$ cat config.mk
export PLATFORM = sky130hd
export DESIGN_NAME = blwo_front
export DESIGN_NICKNAME = d
export VERILOG_FILES = /design/src/blwo_pkg.sv /design/src/blwo_front.sv
export SDC_FILE = /design/constraint.sdc
export NUM_CORES = 1
export LEC_CHECK = 0
export ABC_CLOCK_PERIOD_IN_PS = 3300
export BUFFER_PORTS_ARGS = -buffer_cell sky130_fd_sc_hd__clkbuf_2
export CORE_ASPECT_RATIO = 0.7
export CORE_MARGIN = 2
export CORE_UTILIZATION = 54
export CTS_BUF_LIST = sky130_fd_sc_hd__clkbuf_4
export DETAILED_ROUTE_END_ITERATION = 8
export PLACE_DENSITY = 0.81
export SKIP_LAST_GASP = 1
export SYNTH_ARGS = -nofsm -noshare
export SYNTH_HDL_FRONTEND = slang
export SYNTH_SLANG_ARGS = --single-unit
export TNS_END_PERCENT = 100
$ cat constraint.sdc
create_clock -name clk_i -period 3.3 [get_ports clk_i]
set_input_delay 0.165 -clock clk_i [delete_from_list [all_inputs] [get_ports clk_i]]
set_output_delay 0.165 -clock clk_i [all_outputs]
set_load 0.005 [all_outputs]
$ cat src/blwo_pkg.sv
// Shared types, constants and codes of the band-limited wavetable oscillator.
`timescale 1ns / 1ps
package blwo_pkg;

  localparam int TABLE_LENGTH_DEF = 1024;
  localparam int OCTAVE_COUNT_DEF = 10;

  // Lowest pitch of octave zero, in sixteenths of a hertz (20 Hz).
  localparam int BASE_LOW = 320;
  // The lowest pitch of octave zero is five times two to this power.
  localparam int BASE_LOW_SHIFT = 6;
  localparam int PITCH_W = 19;
  localparam int RATE_W = 18;
  localparam int CFG_IDX_W = 2;
  localparam int CFG_DATA_W = 19;
  localparam int PHASE_FRAC_W = 16;
  localparam int OCT_FRAC_W = 12;

  localparam logic [PITCH_W-1:0] PITCH_RESET = 19'd7040;
  localparam logic [RATE_W-1:0] RATE_RESET = 18'd48000;

  // Reciprocal of ten in Q0.19, exact for magnitudes up to a full-scale sample.
  localparam logic [15:0] RECIP_TEN = 16'd52429;
  localparam int RECIP_SHIFT = 19;

  // Reciprocal of five in Q0.18, exact for every octave fraction numerator.
  localparam logic [15:0] RECIP_FIVE = 16'd52429;
  localparam int RECIP_FIVE_SHIFT = 18;

  localparam logic [CFG_IDX_W-1:0] CFG_PITCH = 2'd0;
  localparam logic [CFG_IDX_W-1:0] CFG_RATE = 2'd1;

  // One classified command handed from the front to the back.
  typedef struct packed {
    logic        tick;
    logic        wr_ok;
    logic [3:0]  oct;
    logic [9:0]  idx;
    logic [15:0] val;
  } cmd_t;

  typedef enum logic [3:0] {
    ST_IDLE, ST_DIVW, ST_DIVI, ST_RA0, ST_RB0, ST_RA1, ST_RB1, ST_CAP,
    ST_MLO, ST_MHI, ST_MIX, ST_SCL, ST_OUT
  } state_e;

endpackage

$ cat src/blwo_front.sv
// Front end: accepts items, classifies them and queues them for the back end.
`timescale 1ns / 1ps
module blwo_front
  import blwo_pkg::*;
#(
  parameter int TABLE_LENGTH = TABLE_LENGTH_DEF,
  parameter int OCTAVE_COUNT = OCTAVE_COUNT_DEF
) (
  input  logic        clk_i,
  input  logic        rst_ni,
  input  logic        push_i,
  output logic        full_o,
  input  logic        mode_i,
  input  logic [3:0]  octave_select_i,
  input  logic [9:0]  entry_index_i,
  input  logic [15:0] entry_value_i,
  output logic        cmd_valid_o,
  output cmd_t        cmd_o,
  input  logic        cmd_pop_i
);
  cmd_t       slot_q [2];
  cmd_t       cmd_in;
  logic [1:0] cnt_q;
  logic       wp_q, rp_q;
  logic       do_push, do_pop;

  // Classify: ticks, and writes that land inside the tables.
  always_comb begin
    cmd_in.tick = mode_i;
    cmd_in.wr_ok = ({28'd0, octave_select_i} < 32'(OCTAVE_COUNT)) &&
                   ({22'd0, entry_index_i} < 32'(TABLE_LENGTH));
    cmd_in.oct = octave_select_i;
    cmd_in.idx = entry_index_i;
    cmd_in.val = entry_value_i;
  end

  assign full_o = (cnt_q == 2'd2);
  assign do_push = push_i && !full_o;
  assign do_pop = cmd_pop_i && (cnt_q != 2'd0);
  assign cmd_valid_o = (cnt_q != 2'd0);
  assign cmd_o = slot_q[rp_q];

  // Two-entry command queue.
  always_ff @(posedge clk_i or negedge rst_ni) begin
    if (!rst_ni) begin
      cnt_q <= '0;
      wp_q <= 1'b0;
      rp_q <= 1'b0;
    end else begin
      if (do_push) begin
        wp_q <= ~wp_q;
      end
      if (do_pop) begin
        rp_q <= ~rp_q;
      end
      cnt_q <= 2'(cnt_q + {1'b0, do_push} - {1'b0, do_pop});
    end
  end

  always_ff @(posedge clk_i) begin
    if (do_push) begin
      slot_q[wp_q] <= cmd_in;
    end
  end
endmodule

After elaboration in Yosys (flattened, before gate mapping)
Memories as Yosys holds them, arrays and structs flattened.
Cells that the tools add are included.
W data, S select, Z words.
{"block": "op_classes", "add_sub_neg": 2, "order_cmp": 1, "eq_ne": 1, "muxes": 2, "bitwise": 2, "reduce_logical": 4}
{"cell": "$lt A4 B4 Y1 const B", "count": 1}
{"cell": "$add A2 B1 Y2", "count": 1}
{"cell": "$eq A2 B2 Y1 const B", "count": 1}
{"cell": "$logic_and A1 B1 Y1", "count": 2}
{"cell": "$mux W1", "count": 2}
{"cell": "$not A1 Y1", "count": 2}
{"cell": "$reduce_bool A2 Y1", "count": 1}
{"cell": "$sub A2 B1 Y2", "count": 1}
{"cell": "$logic_not A1 Y1", "count": 1}
{"block": "totals", "regBits": 4, "ramBits": 64, "in_bits": 35, "out_inout_bits": 34, "elab_cells": 16, "memories": 1}
{"memory": "slot_q", "depth": 2, "word_bits": 32, "read_ports": 1, "rd_clocked_by_memory_dff": 0, "wr": 1, "line": "blwo_front.sv:21", "rtl": "cmd_t slot_q [2];"}

Longest topological paths before layout
{"block": "depth", "word_depth": 5, "ltp_mapped": 7, "ltp_nobuf": 7}

Least setup slack after synthesis
Ideal clock, no wire load.
{"block": "synth_timing", "path_type": "reg-to-reg", "start": "register cnt_q[1]", "end": "memory slot_q[0][0] (netlist bit) (enable)", "setup_time_ns": 0.421, "t_arrival_ns": 1.950, "t_required_ns": 2.879, "path_slack_ns": 0.929, "stages_incl_launch_ff": 4, "n_path_buf": 0, "synth_period_minus_slack_ns": 2.371, "cell_sequence": "dfrtp_1 nand2b_1 nand2_1 nor2_1"}
{"block": "synth_via", "elab_chain_cells": 5}
{"item": "start: declaration", "line": "blwo_front.sv:23", "rtl": "logic [1:0] cnt_q;"}
{"item": "start signal: assignment", "line": "blwo_front.sv:56", "rtl": "cnt_q <= 2'(cnt_q + {1'b0, do_push} - {1'b0, do_pop});"}
{"item": "$eq A2 B2 Y1", "line": "blwo_front.sv:37", "rtl": "assign full_o = (cnt_q == 2'd2);"}
{"item": "$logic_not A1 Y1", "line": "blwo_front.sv:38", "rtl": "assign do_push = push_i && !full_o;"}
{"item": "$logic_and A1 B1 Y1", "line": "blwo_front.sv:38"}
{"item": "$mux W1", "line": "blwo_front.sv:61", "rtl": "if (do_push) begin"}
{"item": "$mux W1 (not written as such)", "line": "blwo_front.sv:62", "rtl": "slot_q[wp_q] <= cmd_in;"}
{"item": "end: declaration", "line": "blwo_front.sv:21"}
No other way between the ends.

==> impl_metrics.toml <==
[detailed_routing]
drtIter0Drc = 54
viasPerCell = 4.758
num_vias = 1437
drc = 0
drtAntennaViolNets = 0
routed_wl_mm = 4.522
wire_per_inst_um = 14.97
firstDrtPassIters = 4

[critical_path]
worst-path-buf-inv = 1
cp-end-kind = "primary output"
cp_top_family = "flip-flops"
critPathLaunchType = "flip-flop"
cp.required_ns = 3.13
slowest_delay_ns = 1.05
critPathMaxFanout = 33
arrival_ns = 1.98
path_cells = "mux2_2 > clkbuf_2"
crit_type = "flip-flop to primary output"
critical_path_cell_count = 2
cp_slowest_cell = "dfrtp_2"
r2r_cells = 7

[layout]
synthToLayoutAreaGrowth_pct = 33.05
nNetsFinal = 265
fin_area_mm2 = 0.003521
diodes = 0
drive_gt1_share_pct = 51.93

[yosys]
syn_inst = 119
netlist_area_mm2 = 0.002646
synth_edf_count = 64
ys.flop_type = "edfxtp_1"
synth.avg_cell_area_um2 = 22.24
synth_fp_nets = 156
ys_warn_count = 0
synth_area_leaders = "edfxtp_1 (73%), mux2_4 (16%), dfrtp_1 (3.8%)"
ys_top_cells_by_count = "edfxtp_1 (64), mux2_4 (29), buf_6 (4), dfrtp_1 (4)"
synth_top_area_share_pct = 72.62
synth-seq-cells = 68
synth.most_common_cell = "edfxtp_1"
synth_top_area_cell = "edfxtp_1"
async_flop_share_pct = 5.882
ys_types = 16
yosysSeqAreaShare_pct = 76.41

[clock_tree]
path_clk_slew_ns = 0.10
root_buffer = "clkbuf_4"
tritoncts = "yes"
clock-sinks = 68
post-cts-setup-buffers = 0
cts_buffers = 9
post_cts_resized = 0
clock_latency_ns = 0.40
clk_path_buf_depth = 2
h-tree-depth = 3

[timing]
relSlewSlack_pct = 33.08
tightest_slew_ns = 1.004
rsz0062_at_grt = "false"
drv_slew = 0
maxClockFrequency_ghz = 0.4669
fin_crit_ns = 2.142
setup_violations = 0
tns_ns = 0
fin_worst_skew_ns = 0.01421
final_hold_viol_count = 0
min_period_over_period_pct = 64.90

[run_status]
outcome = "finished clean"

[global_route]
grt_pass1_vias = 1497
gr-total-overflow = 0
antenna_found_initial = 0
grt_pass1_wl_mm = 7.162
grt_max_degree = 34
grt_usage_pct = 18.26

[floorplan]
ioPinCount = 69
die_w_um = 87.67
start_util_pct = 55.64
dieArea_mm2 = 0.005486
core_mm2 = 0.004756
die_h_um = 62.57
num_rows = 21

[power]
p_leak_uw = 0.001464
worst_ir_drop_vdd_uv = 442.5
pwr_density_cell_mw_per_mm2 = 779.5

[worst_hold_path]
whs_path_depth = 3
hold_class = "input port to flip-flop"

[job]
maxCapViolations = 0

[place]
hpwl_mm = 2.690
numPortBuffers = 68
gp_congestion = 0.7353
placed_cell_area_mm2 = 0.003047
per-layer routing:
layer / global-route usage, % / up-vias / routed length, um
met5: 0 / - / 0
met4: 6.923 / 0 / 61
met3: 8.058 / 6 / 327
met2: 29.73 / 52 / 2368
met1: 21.30 / 696 / 1764
li1: - / 683 / -
what timing repair did:
action                                  in CTS  in global routing
hold buffers                                32                  0
endpoints found under the hold margin       66                  0
endpoints found under the setup margin       0                  0
cell usage in the layout (no fill, tap or decap):
master         netlist  layout
and2_4               1       1
and3_1               1       1
buf_4                0       2
bufinv_16            0       2
clkbuf_2             0      68
clkbuf_4             0      10
clkinv_1             0       1
clkinv_2             0       3
dfrtp_1              4       3
dfrtp_2              0       1
dlygate4sd3_1        0      32
edfxtp_1            64      64
ha_1                 2       2
inv_1                2       2
mux2_2               3       3
mux2_4              29      29
nand2_1              1       1
nand2b_1             1       1
nor2_2               0       1
o21ai_0              1       1
or2_4                1       1
xnor2_1              3       3
xor2_1               1       1
per-stage QoR:
| stage | power (uW) | std cells | setup slack, ns | hold slack (ns) | utilization (%) |
|---|---|---|---|---|---|
| floorplan | 1892 | 119 | 0.9287 | -0.1306 | - |
| global placement | 2136 | 254 | 1.599 | -0.02664 | 64.06 |
| detailed placement | 2173 | 254 | 1.571 | -0.02017 | 64.06 |
| CTS | 2780 | 302 | 1.110 | 0.05143 | 74.03 |
| global route | 2904 | 302 | 1.030 | 0.05622 | 74.03 |
| finish | 2744 | 302 | 1.158 | 0.08078 | 74.03 |
worst reg2reg max path, cell delays in order, from the launching register on:
cell     delay (ns)
dfrtp_1        0.42
or2_4          0.26
and2_4         0.16
ha_1           0.27
inv_1          0.04
ha_1           0.18
xnor2_1        0.18
xnor2_1        0.15
path summary, 6_finish.rpt:
kind                                          from                  to  slack [ns]
worst max-delay path              rp_q$_DFFE_PN0P_           cmd_o[30]        1.16
worst min-delay path                     cmd_pop_i    rp_q$_DFFE_PN0P_        0.08
worst max register to register  cnt_q[1]$_DFF_PN0_  cnt_q[1]$_DFF_PN0_        1.57
worst min register to register    wp_q$_DFFE_PN0P_    wp_q$_DFFE_PN0P_        0.53
max in group asynchronous                   rst_ni    wp_q$_DFFE_PN0P_        3.05
min in group asynchronous                   rst_ni  cnt_q[0]$_DFF_PN0_        0.11
state kept, by name, indices dropped and copies added (netlist names):
register	cells
cnt_q	2
slot_q	64
rp_q	1
wp_q	1
cell families after synthesis:
| kind of cell | count (synthesis) | synth area share, % |
|---|---|---|
| compound gates | 1 | 0.1889 |
| xor+xnor | 4 | 1.324 |
| fa+ha+maj | 2 | 0.9455 |
| buf+inv | 6 | 1.986 |
| flops | 68 | 76.41 |
| mux | 32 | 17.73 |
| simple gates | 6 | 1.419 |
area by class of cell:
class	count	area, um^2
sequential	68	2023
fill	294	1235
timing repair buffer	102	675.6
multi-input combinational	45	574.3
tap	69	86.33
clock inverter	6	78.83
clock buffer	10	75.07
inverter	2	7.507
where the power goes:
| group | internal (uW) | leakage, uW | switching (uW) |
|---|---|---|---|
| Combinational | 515 | 0.000737 | 308 |
| Clock | 310 | 0.0000876 | 265 |
| Sequential | 1180 | 0.000640 | 165 |
Power figures use the tool's default switching activity.
